File: src/vdf_pkg.sv
// Package for the volume divergence filter: widths, register indexes,
// input action codes and the structs passed between the control and datapath.
// Depends on nothing; every other file of the block but vdf_bank uses it.
package vdf_pkg;

  localparam int SAMPLE_BITS    = 16;
  localparam int FRAC_BITS      = 12;
  localparam int SCALE_W        = 18;
  localparam int DIM_W          = 13;
  localparam int Z_W            = 12;
  localparam int DEPTH_LIMIT    = 4096;
  localparam int DEF_MAX_WIDTH  = 256;
  localparam int DEF_MAX_HEIGHT = 256;
  localparam int CFG_IDX_W      = 3;
  localparam int CFG_DATA_W     = 18;
  localparam int PROD_W         = 36;
  localparam int SUM_W          = 38;

  typedef logic [CFG_IDX_W-1:0] cfg_idx_t;

  // Configuration register indexes.
  localparam cfg_idx_t REG_VOL_WIDTH  = 3'd0;
  localparam cfg_idx_t REG_VOL_HEIGHT = 3'd1;
  localparam cfg_idx_t REG_VOL_DEPTH  = 3'd2;
  localparam cfg_idx_t REG_N_COMP     = 3'd3;
  localparam cfg_idx_t REG_SCALE_X    = 3'd4;
  localparam cfg_idx_t REG_SCALE_Y    = 3'd5;
  localparam cfg_idx_t REG_SCALE_Z    = 3'd6;

  typedef enum logic {
    ACT_VOXEL = 1'b0,
    ACT_FLUSH = 1'b1
  } action_e;

  // Axis scales, unsigned Q6.12.
  typedef struct packed {
    logic [SCALE_W-1:0] sx;
    logic [SCALE_W-1:0] sy;
    logic [SCALE_W-1:0] sz;
  } scale_t;

  // Per-result control carried alongside the plane store reads.
  typedef struct packed {
    logic                          last;
    logic                          use_y;
    logic                          use_z;
    logic                          nz_sel;
    logic signed [SAMPLE_BITS-1:0] nz;
  } emit_t;

endpackage

File: src/vdf_arith.sv
// Datapath of the divergence filter: differences, scaling, truncation and
// saturation, with the output register. Depends on vdf_pkg.
module vdf_arith (
  input  logic                                   clk_i,
  input  logic                                   rst_ni,
  input  logic                                   emit_i,
  input  vdf_pkg::emit_t                         info_i,
  input  vdf_pkg::scale_t                        scale_i,
  input  logic signed [vdf_pkg::SAMPLE_BITS-1:0] x_prev_i,
  input  logic signed [vdf_pkg::SAMPLE_BITS-1:0] x_next_i,
  input  logic signed [vdf_pkg::SAMPLE_BITS-1:0] y_prev_i,
  input  logic signed [vdf_pkg::SAMPLE_BITS-1:0] y_next_i,
  input  logic signed [vdf_pkg::SAMPLE_BITS-1:0] z_prev_i,
  input  logic signed [vdf_pkg::SAMPLE_BITS-1:0] z_ctr_i,
  output logic                                   ready_o,
  output logic                                   out_valid_o,
  input  logic                                   out_ready_i,
  output logic [vdf_pkg::SAMPLE_BITS-1:0]        divergence_o,
  output logic                                   clipped_o,
  output logic                                   last_o
);

  localparam int SB = vdf_pkg::SAMPLE_BITS;
  localparam int PW = vdf_pkg::PROD_W;
  localparam int SW = vdf_pkg::SUM_W;

  logic                 v1_q, v2_q, v3_q;
  vdf_pkg::emit_t       info1_q;
  logic                 last2_q;
  logic signed [PW-1:0] px_q, py_q, pz_q;
  logic signed [SB-1:0] div_q;
  logic                 clip_q, last3_q;
  logic                 en2, en3;

  logic signed [SB:0]   dx, dy, dz;
  logic signed [SB-1:0] z_next;
  logic signed [SW-1:0] sum, sum_adj, q;
  logic signed [SB-1:0] div_d;
  logic                 clip_d;

  // Each stage moves when the one after it is empty or moving.
  assign en3     = !v3_q || out_ready_i;
  assign en2     = !v2_q || en3;
  assign ready_o = !v1_q || en2;

  // Differences of next and previous neighbours.
  always_comb begin
    z_next = info1_q.nz_sel ? info1_q.nz : z_ctr_i;
    dx = (SB+1)'(x_next_i) - (SB+1)'(x_prev_i);
    dy = (SB+1)'(y_next_i) - (SB+1)'(y_prev_i);
    dz = (SB+1)'(z_next)   - (SB+1)'(z_prev_i);
  end

  // Sum, truncation toward zero and saturation.
  always_comb begin
    sum     = SW'(px_q) + SW'(py_q) + SW'(pz_q);
    sum_adj = sum + ((sum < 0) ? SW'((1 << vdf_pkg::FRAC_BITS) - 1) : SW'(0));
    q       = sum_adj >>> vdf_pkg::FRAC_BITS;
    clip_d  = 1'b1;
    if (q > SW'((1 << (SB-1)) - 1)) begin
      div_d = {1'b0, {(SB-1){1'b1}}};
    end else if (q < -SW'(1 << (SB-1))) begin
      div_d = {1'b1, {(SB-1){1'b0}}};
    end else begin
      div_d  = q[SB-1:0];
      clip_d = 1'b0;
    end
  end

  // Pipeline valids.
  always_ff @(posedge clk_i or negedge rst_ni) begin
    if (!rst_ni) begin
      v1_q <= 1'b0;
      v2_q <= 1'b0;
      v3_q <= 1'b0;
    end else begin
      if (ready_o) v1_q <= emit_i;
      if (en2)     v2_q <= v1_q;
      if (en3)     v3_q <= v2_q;
    end
  end

  // Pipeline payload.
  always_ff @(posedge clk_i) begin
    if (ready_o) begin
      info1_q <= info_i;
    end
    if (en2) begin
      last2_q <= info1_q.last;
      px_q    <= PW'(dx * $signed({1'b0, scale_i.sx}));
      py_q    <= info1_q.use_y ? PW'(dy * $signed({1'b0, scale_i.sy})) : '0;
      pz_q    <= info1_q.use_z ? PW'(dz * $signed({1'b0, scale_i.sz})) : '0;
    end
    if (en3) begin
      div_q   <= div_d;
      clip_q  <= clip_d;
      last3_q <= last2_q;
    end
  end

  assign out_valid_o  = v3_q;
  assign divergence_o = div_q;
  assign clipped_o    = clip_q;
  assign last_o       = last3_q;

  // Input is held off only when the first stage holds a result.
  a_ready_full: assert property (@(posedge clk_i) disable iff (!rst_ni)
    !ready_o |-> v1_q)
    else $error("input stalled with an empty pipeline");

  // A saturated result sits at one of the two limits.
  a_clip_limit: assert property (@(posedge clk_i) disable iff (!rst_ni)
    (v3_q && clip_q) |-> (div_q == {1'b0, {(SB-1){1'b1}}} || div_q == {1'b1, {(SB-1){1'b0}}}))
    else $error("clipped result not at a limit");

  // A result in stage one moves on when stage two is free.
  a_stage_move: assert property (@(posedge clk_i) disable iff (!rst_ni)
    (v1_q && en2) |=> v2_q)
    else $error("result lost between stages");

endmodule

File: config.mk
export PLATFORM = sky130hd
export DESIGN_NAME = vdf_arith
export DESIGN_NICKNAME = d
export VERILOG_FILES = /design/src/vdf_pkg.sv /design/src/vdf_arith.sv
export SDC_FILE = /design/constraint.sdc
export NUM_CORES = 2
export LEC_CHECK = 0
export ABC_AREA = 1
export BUFFER_PORTS_ARGS = -buffer_cell sky130_fd_sc_hd__buf_2
export CAP_MARGIN = 20
export CELL_PAD_IN_SITES_DETAIL_PLACEMENT = 1
export CELL_PAD_IN_SITES_GLOBAL_PLACEMENT = 1
export CORE_UTILIZATION = 36
export DETAILED_ROUTE_END_ITERATION = 10
export PLACE_DENSITY_LB_ADDON = 0.1
export SETUP_SLACK_MARGIN = 0.1
export SLEW_MARGIN = 0
export SYNTH_ARGS = -nofsm -noshare
export SYNTH_HDL_FRONTEND = slang
export SYNTH_SLANG_ARGS = --single-unit
File: constraint.sdc
create_clock -name clk_i -period 18.5 [get_ports clk_i]
set_input_delay 3.7 -clock clk_i [delete_from_list [all_inputs] [get_ports clk_i]]
set_output_delay 3.7 -clock clk_i [all_outputs]
set_load 0.05 [all_outputs]
# After elaboration in Yosys (flattened, before gate mapping)
# Cells that the tools add are included.
# word_totals
regBits	150
latch_bits	0
ram_bits	0
romBits	0
elab_cells	37
mem_count	0
# classes
add_sub_neg	6
n_mul	3
n_div	0
order_cmp	3
eq_ne	0
shift	0
n_mux	4
n_bitwise	0
reduce_logical	6
# ops
cell	n
$mul A17 B19 Y36	3
$sub A16 B16 Y17	3
$add A37 B36 Y38	1
$add A38 B13 Y38	1
$lt A38 B1 Y1 const B	1
$add A36 B36 Y37	1
$mux W16	2
$gt A26 B16 Y1 const B	1
$lt A26 B16 Y1 const B	1
$mux W12	1
$logic_not A1 Y1	3
$logic_or A1 B1 Y1	3
$mux W1	1

# Depth between registers and ports, before layout
# logic_depth
ltp_word	7
ltp_mapped	52
ltp_nobuf	51

# Worst setup path after synthesis
# Ideal clock, no wire load.
# synth_path
kind	input port to flip-flop
start	in z_ctr_i[0] in the netlist's numbering
end	reg pz_q[32] (data pin)
t_arrival_ps	10748
required_ps	18245
slack_ps	7498
stages	39
n_path_buf	1
path_cell_list	mux2i_1 ha_1 fa_1 nand3b_1 nand2_1 nand2_1 nand2_1 a21oi_1 or2_2 nand2_1 a21oi_1 inv_1 nand2_1 nand2_1 a21oi_1 o21ai_0 xor2_1 inv_1 [3 not listed] fa_1 fa_1 fa_1 fa_1 inv_1 fa_1 inv_1 ha_1 nand2_1 o21a_1 nand2_1 nand2_1 o21ai_0 nand2_1 nand2_1 nand2_1 a21oi_1 nor2_1
# synth_via
elab_chain_len	3
# synth_rtl
element	line	rtl
from (decl)	vdf_arith.sv:14	input logic signed [vdf_pkg::SAMPLE_BITS-1:0] z_ctr_i,
$mux W16	vdf_arith.sv:48	z_next = info1_q.nz_sel ? info1_q.nz : z_ctr_i;
$sub A16 B16 Y17	vdf_arith.sv:51	dz = (SB+1)'(z_next) - (SB+1)'(z_prev_i);
$mul A17 B19 Y36	vdf_arith.sv:92	pz_q <= info1_q.use_z ? PW'(dz * $signed({1'b0, scale_i.sz})) : '0;
to (signal assigned)	vdf_arith.sv:92	
to (decl)	vdf_arith.sv:30	logic signed [PW-1:0] px_q, py_q, pz_q;
# No other way between the ends.
# A chain may end at the register's enable or synchronous reset.

# Worst setup path in the final report
# layout_path
start	in z_ctr_i[3] in the netlist's numbering
end	reg pz_q[27] (data pin)
# The elaborated chain is that of the path after synthesis.

==> summary.txt <==
Run status
  • Status: finished clean

Logic synthesis
  • Register bit total from synthesis: 150
  • Sequential share of the synthesized area: 0.105
  • Post-synth EDFFs: ~150
  • Net Count, Synth: about 6800
  • Async set or reset register ratio after synthesis: 0.0200
  • Main synth FF type: edfxtp_1
  • Post-synth design cell area: around 0.043 mm2
  • Post-synthesis cell count: around 5400
  • Syn. warnings: 0
  • Post-synth cell types: 55
  • Syn avg cell area: slightly below 8 um2

Setup path
  • CP peak stage delay: 0.50 ns
  • Slowest-stage cell, CP: fa_1
  • Crit-path max FO: 10
  • Startpoint class of the critical path: input pin
  • R2r setup slk: 9.02 ns
  • Setup CP Type: in2reg
  • WP data required: 18.73 ns
  • Crit. End Element: flip-flop
  • Crit path DAT: 12.06 ns
  • Most used cell, CP: nand2_1

Clock tree
  • CTS Sinks: 150
  • CTS resizes: 0
  • Worst skew pair latency: around 0.46 ns
  • CTS Buf Count: 17
  • Clock buffer depth: 2
  • Root buffer cell: clkbuf_16
  • TritonCTS clock tree: yes
  • # H-tree levels: 4
  • Post-CTS setup buffers: 0
  • Cts hold-fix bufs: 0
  • Worst-path clk slew: 0.08 ns

Place
  • GPL Wtd Cong: around 0.90
  • Area post-placement: about 0.045 mm2
  • Post-DP HPWL: around 120000 um
  • IO Port Bufs: roughly 190

STA
  • Hold WS: around 0.43 ns
  • Headroom to the max-slew limit: 0.355
  • Final Skew: roughly 0.014 ns
  • RSZ-0062 raised after global routing: false
  • Slew of the pin with the lowest slew margin: 0.967 ns
  • Max Slew Vio Count: 0
  • Fmax achieved: 84.6 MHz
  • Fin crit share: 0.639
  • Post-layout minimum cycle time: between 10 and 15 ns
  • Final hold violations: 0
  • Final number of setup-violating endpoints: 0
  • Fin Setup TNS: 0 ns

Final layout
  • Number of diodes: 0
  • Area delta synth->final: 7.40%
  • Layout cell share with drive strength beyond 1: 0.0659
  • Layout Nets: 6929
  • Fin area: 0.0458 mm2

Global routing
  • Pin count of the biggest net entering global routing: 76
  • Vias in the first global route: around 38000
  • Initial antenna violation count: 3
  • First-pass GRT wire length: around 220000 um
  • GR Overflow Total: 0
  • GRT Overall Usage: 0.231

Floorplanning
  • Core Rows: between 100 and 150
  • Core area: between 0.1 and 0.15 mm2
  • # IOs: about 190
  • DIE WIDTH: ~350 um
  • Initial Utilization: 0.365
  • Die footprint: around 0.12 mm2
  • Die Y: 346 um

Route
  • WL final: between 100000 and 150000 um
  • DR iter-0 viols: around 1600
  • WL/cell: about 19 um
  • DR DRC count: 0
  • Vias post-DR: between 30000 and 40000
  • Drt first pass iters: 5
  • Final ANT Viol Nets: 0
  • Vias/cell: 4.90

Min path
  • Hold Path Class: reg2reg

Job
  • Max cap viols: 0
cell usage after synthesis, drive strengths merged (3+ instances only):
cell type,count,share of area
o31ai,10,0.0018
nor4,5,0.00088
edfxtp,147,0.10
nand3b,4,0.00070
a21boi,12,0.0021
buf,4,0.00076
a21o,6,0.0011
nor2,572,0.052
inv,1355,0.12
a21oi,247,0.029
nand4,20,0.0029
mux2,14,0.0037
o21ai,105,0.012
fa,757,0.36
or2,48,0.0070
and2,5,0.00073
a31oi,17,0.0025
o21a,21,0.0037
nand2,1152,0.10
a221oi,4,0.00097
nor3,29,0.0039
clkinv,24,0.0021
xor2,49,0.010
xnor2,24,0.0049
a211oi,3,0.00053
clkbuf,104,0.0092
ha,486,0.14
dfrtp,3,0.0018
nand3,136,0.016
o21bai,16,0.0028
worst max-delay path: cells and delay by family:
family                   cells  cell delay (ns)
buffers and inverters        7             0.86
adder cells (fa/ha/maj)      8             3.54
multiplexers                 1             0.27
AO/OA/AOI/OAI                8             1.72
AND/OR/NAND/NOR             17             1.96
cells by family after synthesis:
| logic type | after synthesis | share of synthesized area |
|---|---|---|
| compound gates | 446 | 0.0578 |
| xor+xnor | 73 | 0.0152 |
| fa+ha+maj | 1243 | 0.498 |
| buf+inv | 1487 | 0.131 |
| flops | 150 | 0.105 |
| mux | 15 | 0.00393 |
| simple gates | 1975 | 0.188 |
cell usage in the layout, fill, tap and decap left out, types with 19 or more instances in the layout:
cell type,n
nand4_1,20
buf_4,19
nor2_1,561
ha_1,486
nor3_1,25
edfxtp_1,147
nand2_2,22
xnor2_1,24
or2_2,47
o21a_1,21
nand2_1,1125
fa_1,757
clkinv_1,25
buf_2,193
nand3_1,132
a21oi_1,247
xor2_1,46
inv_1,1346
o21ai_0,101
area by class of cell:
type / instances / area [um2]
sequential: 150 / 4490
tap: 1524 / 1910
fill: 14300 / 71000
clock inverter: 15 / 119
multi-input combinational: 3752 / 32600
timing repair buffer: 212 / 1110
inverter: 1379 / 5180
clock buffer: 17 / 425
per-stage QoR:
step,util,std cells,worst slack (ns)
2_1_floorplan,-,5389,7.50
3_3_place_gp,0.387,7017,6.18
3_5_place_dp,0.387,7017,6.13
4_1_cts,0.392,7049,6.63
5_1_grt,0.392,7049,5.95
6_report,0.392,7049,6.67
flip-flops by register name, indices dropped and copies added (netlist names):
name	cells
px_q	36
py_q	36
pz_q	36
info1_q	20
divergence_o	16
clipped_o	1
last2_q	1
last_o	1
out_valid_o	1
v1_q	1
v2_q	1
worst paths after layout:
kind                               end  depth (start not counted)        start
max reg2reg                   pz_q[27]                         40  info1_q[16]
max in group asynchronous  out_valid_o                          1       rst_ni
max                           pz_q[27]                         41   z_ctr_i[3]
min in group asynchronous         v2_q                          1       rst_ni
min reg2reg                     last_o                          0      last2_q
min                             last_o                          0      last2_q
routing by layer:
metal,global-route usage,vias up,share of wire
li1,-,16400,-
met1,0.323,17600,0.48
met2,0.398,504,0.48
met3,0.0141,83,0.028
met4,0.0390,2,0.014
met5,0,-,0.000074
Power is left out: the tool's default activity adds up to more than one toggle a clock period on the data nets, which glitch-free logic cannot reach.
